**src/design/tkns_pkg.sv**
```systemverilog
// ----------------------------------------------------------------------------
// tkns_pkg - top-K nearest select shared definitions
// Widths, list depth, payload structs and the candidate ordering function.
// ----------------------------------------------------------------------------
package tkns_pkg;

    localparam int K_BEST   = 10;
    localparam int KEY_BITS = 32;
    localparam int ID_BITS  = 14;
    localparam int RANK_BITS = 4;
    localparam int CNT_W    = $clog2(K_BEST + 1);
    localparam int IDX_W    = (K_BEST > 1) ? $clog2(K_BEST) : 1;

    typedef struct packed {
        logic [KEY_BITS-1:0] cand_key;
        logic [ID_BITS-1:0]  cand_id;
        logic                first;
        logic                last;
    } cand_t;

    typedef struct packed {
        logic [KEY_BITS-1:0]  out_key;
        logic [ID_BITS-1:0]   out_id;
        logic                 is_entry;
        logic [RANK_BITS-1:0] rank;
        logic                 full_res;
        logic                 last_result;
    } res_t;

    typedef struct packed {
        logic [KEY_BITS-1:0] key;
        logic [ID_BITS-1:0]  id;
    } entry_t;

    // a is better than b: smaller key, or equal key and smaller id
    function automatic logic beats(entry_t a, entry_t b);
        beats = (a.key < b.key) || ((a.key == b.key) && (a.id < b.id));
    endfunction

endpackage

```
**src/design/top_k_nearest_select_core.sv**
```systemverilog
// ----------------------------------------------------------------------------
// top_k_nearest_select_core - keeps the K best nearest-neighbour candidates
// Sorted insertion list with one status result per candidate and a sorted
// readout of the held entries after a candidate flagged last.
// ----------------------------------------------------------------------------
// A candidate's status result is presented in the cycle after its transfer.
// Throughput: one candidate per cycle unless res_ready stalls; a last-flagged
// candidate then drains up to K_BEST held entries through the single output
// register, blocking candidates. Reset (rst_n low, asynchronous) empties the
// list and drops any pending result; list contents stay, only the count clears.
// ----------------------------------------------------------------------------
module top_k_nearest_select_core
(
    input  logic             clk,
    input  logic             rst_n,
    input  logic             cand_valid,
    output logic             cand_ready,
    input  tkns_pkg::cand_t  cand,
    output logic             res_valid,
    input  logic             res_ready,
    output tkns_pkg::res_t   res
);

    // ------------------------------------------------------------------
    // State
    // ------------------------------------------------------------------
    // Sorted list, slot 0 is the best entry. Only slots below the count are
    // meaningful; the rest hold stale data and are never presented.
    tkns_pkg::entry_t                   list_reg [tkns_pkg::K_BEST];
    tkns_pkg::entry_t                   list_next [tkns_pkg::K_BEST];
    logic [tkns_pkg::CNT_W-1:0]         held_count_reg;
    logic [tkns_pkg::CNT_W-1:0]         held_count_next;

    // Output register and readout sequencer
    logic                               out_valid_reg;
    tkns_pkg::res_t                     out_reg;
    logic                               ro_active_reg;
    logic [tkns_pkg::CNT_W-1:0]         ro_idx_reg;

    // ------------------------------------------------------------------
    // Insertion datapath: K parallel compares, then a per-slot
    // keep / insert / shift-down select.
    // ------------------------------------------------------------------
    tkns_pkg::entry_t                   cand_entry;
    logic [tkns_pkg::CNT_W-1:0]         eff_count;
    logic [tkns_pkg::K_BEST-1:0]        better;
    logic [tkns_pkg::K_BEST-1:0]        keep;
    logic                               do_insert;
    logic                               cand_xfer;
    logic                               out_free;
    logic                               full_new;
    logic [tkns_pkg::KEY_BITS-1:0]      thresh;

    assign cand_entry.key = cand.cand_key;
    assign cand_entry.id  = cand.cand_id;

    // A first-flagged candidate sees an empty list
    assign eff_count = cand.first ? '0 : held_count_reg;

    always_comb
    begin
        for (int i = 0; i < tkns_pkg::K_BEST; i++)
        begin
            better[i] = tkns_pkg::beats(cand_entry, list_reg[i]);
            keep[i]   = (tkns_pkg::CNT_W'(i) < eff_count) && !better[i];
        end
    end

    // Not full: always insert. Full: only if strictly better than the worst.
    assign do_insert = (eff_count < tkns_pkg::CNT_W'(tkns_pkg::K_BEST))
                       || better[tkns_pkg::K_BEST-1];

    always_comb
    begin
        list_next[0] = keep[0] ? list_reg[0] : cand_entry;
        for (int i = 1; i < tkns_pkg::K_BEST; i++)
        begin
            if (keep[i])
            begin
                list_next[i] = list_reg[i];
            end
            else if (keep[i-1])
            begin
                list_next[i] = cand_entry;
            end
            else
            begin
                list_next[i] = list_reg[i-1];
            end
        end
    end

    assign held_count_next = (eff_count < tkns_pkg::CNT_W'(tkns_pkg::K_BEST))
                             ? eff_count + 1'b1
                             : tkns_pkg::CNT_W'(tkns_pkg::K_BEST);

    assign full_new = (held_count_next == tkns_pkg::CNT_W'(tkns_pkg::K_BEST));

    // Pruning threshold: worst held key once full, all ones before that
    always_comb
    begin
        if (!full_new)
        begin
            thresh = '1;
        end
        else if (do_insert)
        begin
            thresh = list_next[tkns_pkg::K_BEST-1].key;
        end
        else
        begin
            thresh = list_reg[tkns_pkg::K_BEST-1].key;
        end
    end

    // ------------------------------------------------------------------
    // Handshake. The list is frozen during a readout, so new candidates
    // wait until the last entry has been loaded into the output register.
    // ------------------------------------------------------------------
    assign out_free   = !out_valid_reg || res_ready;
    assign cand_ready = !ro_active_reg && out_free;
    assign cand_xfer  = cand_valid && cand_ready;

    // Readout entry at the current index
    tkns_pkg::entry_t                   ro_entry;
    logic                               ro_final;

    assign ro_entry = list_reg[ro_idx_reg[tkns_pkg::IDX_W-1:0]];
    assign ro_final = ((ro_idx_reg + 1'b1) == held_count_reg);

    // ------------------------------------------------------------------
    // Registers
    // ------------------------------------------------------------------
    always_ff @(posedge clk)
    begin
        if (cand_xfer && do_insert)
        begin
            for (int i = 0; i < tkns_pkg::K_BEST; i++)
            begin
                list_reg[i] <= list_next[i];
            end
        end
    end

    always_ff @(posedge clk or negedge rst_n)
    begin
        if (!rst_n)
        begin
            held_count_reg <= '0;
            out_valid_reg  <= 1'b0;
            ro_active_reg  <= 1'b0;
            ro_idx_reg     <= '0;
        end
        else
        begin
            if (cand_xfer)
            begin
                held_count_reg <= held_count_next;
                out_valid_reg  <= 1'b1;
                ro_active_reg  <= cand.last;
                ro_idx_reg     <= '0;
            end
            else if (ro_active_reg && out_free)
            begin
                out_valid_reg <= 1'b1;
                if (ro_final)
                begin
                    ro_active_reg <= 1'b0;
                end
                ro_idx_reg <= ro_idx_reg + 1'b1;
            end
            else if (res_ready)
            begin
                out_valid_reg <= 1'b0;
            end
        end
    end

    // Result payload
    always_ff @(posedge clk)
    begin
        if (cand_xfer)
        begin
            out_reg.out_key     <= thresh;
            out_reg.out_id      <= '0;
            out_reg.is_entry    <= 1'b0;
            out_reg.rank        <= '0;
            out_reg.full_res    <= full_new;
            out_reg.last_result <= !cand.last;
        end
        else if (ro_active_reg && out_free)
        begin
            out_reg.out_key     <= ro_entry.key;
            out_reg.out_id      <= ro_entry.id;
            out_reg.is_entry    <= 1'b1;
            out_reg.rank        <= tkns_pkg::RANK_BITS'(ro_idx_reg);
            out_reg.full_res    <= (held_count_reg == tkns_pkg::CNT_W'(tkns_pkg::K_BEST));
            out_reg.last_result <= ro_final;
        end
    end

    assign res_valid = out_valid_reg;
    assign res       = out_reg;

endmodule
```
**config.mk**
```make
export PLATFORM = sky130hd
export DESIGN_NAME = top_k_nearest_select_core
export DESIGN_NICKNAME = d
export VERILOG_FILES = /design/src/design/tkns_pkg.sv /design/src/design/top_k_nearest_select_core.sv
export SDC_FILE = /design/constraint.sdc
export NUM_CORES = 1
export LEC_CHECK = 0
export ABC_AREA = 1
export BUFFER_PORTS_ARGS = -buffer_cell sky130_fd_sc_hd__buf_4
export CAP_MARGIN = 30
export CORE_ASPECT_RATIO = 0.9
export CORE_UTILIZATION = 50
export CTS_CLUSTER_SIZE = 30
export DETAILED_ROUTE_END_ITERATION = 10
export PLACE_DENSITY = 0.66
export SLEW_MARGIN = 25
export SYNTH_ARGS = -nofsm -noshare
export SYNTH_HDL_FRONTEND = slang
export SYNTH_SLANG_ARGS = --single-unit
```
**constraint.sdc**
```tcl
create_clock -name clk -period 6.42 [get_ports clk]
set_clock_uncertainty 0.2 [all_clocks]
set_input_delay 0.321 -clock clk [delete_from_list [all_inputs] [get_ports clk]]
set_output_delay 0.321 -clock clk [all_outputs]
set_load 0.1 [all_outputs]
```
==> results.yml <==
timing:
  timing.final.crit_share_pct: 65.4
  final_critical_path_setup_slack_ns: 2.22
  pins_over_their_slew_limit: 0
  fmax_ghz: 0.238
  unrepaired_setup_endpoints_after_global_routing: "false"
  timing.max_slew.rel_slack_pct: 35.3
  hold_viol_final: 0
  worst-slew-pin-transition_ns: 0.971
  totalNegativeSetupSlack_ns: 0
  setup_violations: 0
  fin_crit_ns: 4.20
yosys:
  synth_area_um2: 37900
  synth.lib_cells_used.distinct: 51
  sequential_share_of_the_synthesized_area_pct: 40.9
  post-synth-top-area-fraction_pct: 39.2
  ys_async_sr_fraction_pct: 1.91
  synthesis.instances: 4680
  synth.top_cells.by_area: "edfxtp_1 39%, ha_1 15%, nand2_1 12%, inv_1 6.1%, o21ai_0 5.4%"
  synth_flop_cell: "edfxtp_1"
  synth_top_cell_by_area: "edfxtp_1"
  synth_fp_nets: 5186
  yosys_warnings: 0
  synth_edf_count: 494
  synth-seq-cells: 523
  synthesis.area_per_instance_um2: 8.09
critical_path:
  worst-endpoint-arrival_ns: 4.29
  regToRegEndpoint: "list_reg[3][7]"
  worstSetupEndpointType: "register"
  path_max_fanout: 25
  cp_num_cells: 16
  rr_worst_depth: 15
  critical-path-max-stage-delay_ns: 0.85
  cp_top_family: "buffers and inverters"
  crit_top_cell: "nand2_1"
  setup.reg_to_reg.worst_slack_ns: 2.35
  ordered_cell_list_for_the_critical_path: "dlygate4sd3_1, buf_4, ha_1, nand2_1, nor2_1, nand2_1, nor2_1, inv_1, nor3_2, inv_1, nor2_1, nand2_1, nand3_1, nand2_1, a31oi_4, buf_4"
  timing.critical_path.slowest_stage_cell: "a31oi_4"
  critical_path_required_ns: 6.52
  cp_num_buf_inv: 5
  setup.worst_path.class: "primary input to register"
  worst_setup_path_start_kind: "primary input"
  worstReg2RegStart: "list_reg[9][41]"
clock_network:
  cts.hold.buffers_added: 50
  post_cts_resized: 0
  clockRootBuffer: "clkbuf_16"
  worstSkewPairLatency_ns: 0.64
  clkSlewWorstSetupHoldPaths_ns: 0.06
  cts.path.max_buffers: 3
  clock_sinks: 523
  cts_setup_buffers: 0
  cts_inserted_buffers: 60
  ctsHtreeMaxLevel: 2
  tritoncts: "built"
power:
  irDropWorstVdd_uv: 608
  p_leak_nw: 19.8
  total_power_mw: 16.6
  power_density_of_the_placed_cells_nw_per_um2: 394
die:
  boundaryPins: 107
  effective_utilization_at_floorplan_pct: 50.6
  floorplan.die.width_um: 292
  die_height_um: 263
  floorplan.core_area_um2: 74800
  num_rows: 95
  area_of_the_die_um2: 76800
global_route:
  globalRouteOverflowTotal: 0
  grt_usage_pct: 29.6
  largest_net_degree_at_the_start_of_global_routing: 207
  first_global_vias: 30700
  antenna_violations_before_repair: 3
  wire_length_of_the_first_global_routing_pass_um: 178000
cells_and_area:
  largest_register_ff_count: 460
  mostFrequentLayoutCells: "1189 x nand2_1, 615 x inv_1, 494 x edfxtp_1"
  most_common_library_cell_in_the_layout_ignoring_fill_and_taps: "nand2_1"
  layoutNonFillerInstCount: 5736
  layout-drive-gt1-share_pct: 6.27
  syn2layout_area_growth_pct: 11.2
  fin_nets: 5221
  design_area_um2: 42100
hold_path:
  hold_path_startpoint: "cand[1]"
  hold_path_end: "list_reg[8][26]"
  hold_class: "primary input to register"
  holdPathStages: 4
detailed_routing:
  ant_nets: 0
  drc: 0
  routed_wl_per_cell_um: 20.0
  finalWirelength_um: 115000
  1st_iter_drt_viols: 3935
  routed-via-count: 33500
  drt_first_pass_iters: 6
  route.detailed.vias_per_inst: 5.85
place:
  dp_hpwl_um: 84100
  globalplace.congestion: 0.912
  io_buffers: 106
  place_inst: 5566
  detailedPlace.worstSlack_ns: 2.17
  postPlaceCellArea_um2: 39500
status:
  outcome: "completed"
job:
  cap_viol_max_count: 0
## worst max-delay path by stage
stage                         start              end  slack [ns]
after floorplan           res_valid   list_reg[3][0]        1.08
after global routing       cand[43]   list_reg[3][7]        2.04
after CTS                  cand[16]  list_reg[7][14]        2.25
final                      cand[43]   list_reg[3][7]        2.22
after global placement     cand[43]   list_reg[3][1]        2.22
after detailed placement   cand[43]   list_reg[3][4]        2.17
## cell families (layout without fill, tap and decap cells)
family	Yosys count	in the layout	synth area share (%)
flops	523	523	40.9
fa+ha+maj	454	454	15.0
buf+inv	870	955	8.92
simple gates	1887	1887	21.7
compound gates	941	941	13.4
other cells	0	1	0
xor+xnor	5	5	0.116
## worst register-to-register path, cell delays in order, from the launching register on
cell      delay, ns
edfxtp_1       0.34
inv_1          0.06
ha_1           0.31
nand2_1        0.06
nor2_1         0.12
nand2_1        0.07
nor2_1         0.26
inv_1          0.12
nor3_2         0.22
inv_1          0.08
nor2_1         0.10
nand2_1        0.08
nand3_1        0.14
nand2_1        0.24
a31oi_4        0.85
buf_4          0.48
## stage by stage
stage                     util [%]  hold WS [ns]
after floorplan                  -        -0.175
after global placement        52.8       -0.0308
after detailed placement      52.9       -0.0271
after CTS                     56.1        0.0461
after global routing          56.3        0.0719
final                         56.3        0.0737
## synthesized netlist by cell type (5+ instances only)
master,number
nand3b_1,6
edfxtp_1,494
o211ai_1,53
nand2_1,1193
nand3_1,269
o31ai_1,14
a21boi_0,11
clkbuf_1,147
nand4_1,253
a21o_1,5
a21oi_1,378
nor4_1,11
buf_1,32
o21a_1,12
dfrtp_1,10
inv_1,618
a211oi_1,15
dfxtp_1,19
buf_2,58
nor3_1,24
nor2_1,115
o21ai_0,411
a31oi_1,25
ha_1,454
## power breakdown
| group | total (mW) | switching (mW) | internal (mW) | leakage (nW) |
|---|---|---|---|---|
| combinational | 7.79 | 5.83 | 1.96 | 14.0 |
| clock | 3.44 | 1.47 | 1.98 | 0.941 |
| sequential | 5.37 | 0.462 | 4.91 | 4.86 |
| total | 16.6 | 7.76 | 8.85 | 19.8 |
## layout make-up
| cell class | count | area (µm²) |
|---|---|---|
| multi-input cells | 3287 | 19200 |
| flip-flops and latches | 523 | 15500 |
| repair buffers | 218 | 1910 |
| fillers | 6692 | 32700 |
| clock inverters | 34 | 293 |
| well taps | 970 | 1210 |
| inverters | 625 | 2350 |
| clock buffers | 78 | 1630 |
| diodes | 1 | 2.50 |
## metal layers
metal / share of wire [%] / up-vias / routed length [µm] / track usage, %
met1: 47 / 15500 / 53800 / 46.7
li1: - / 16200 / - / -
met2: 40 / 1602 / 46400 / 41.9
met3: 11 / 153 / 12300 / 4.42
met4: 2.2 / 0 / 2480 / 7.38
met5: 0 / - / 0 / 0
Note: power is estimated with default switching activity, not from simulation.
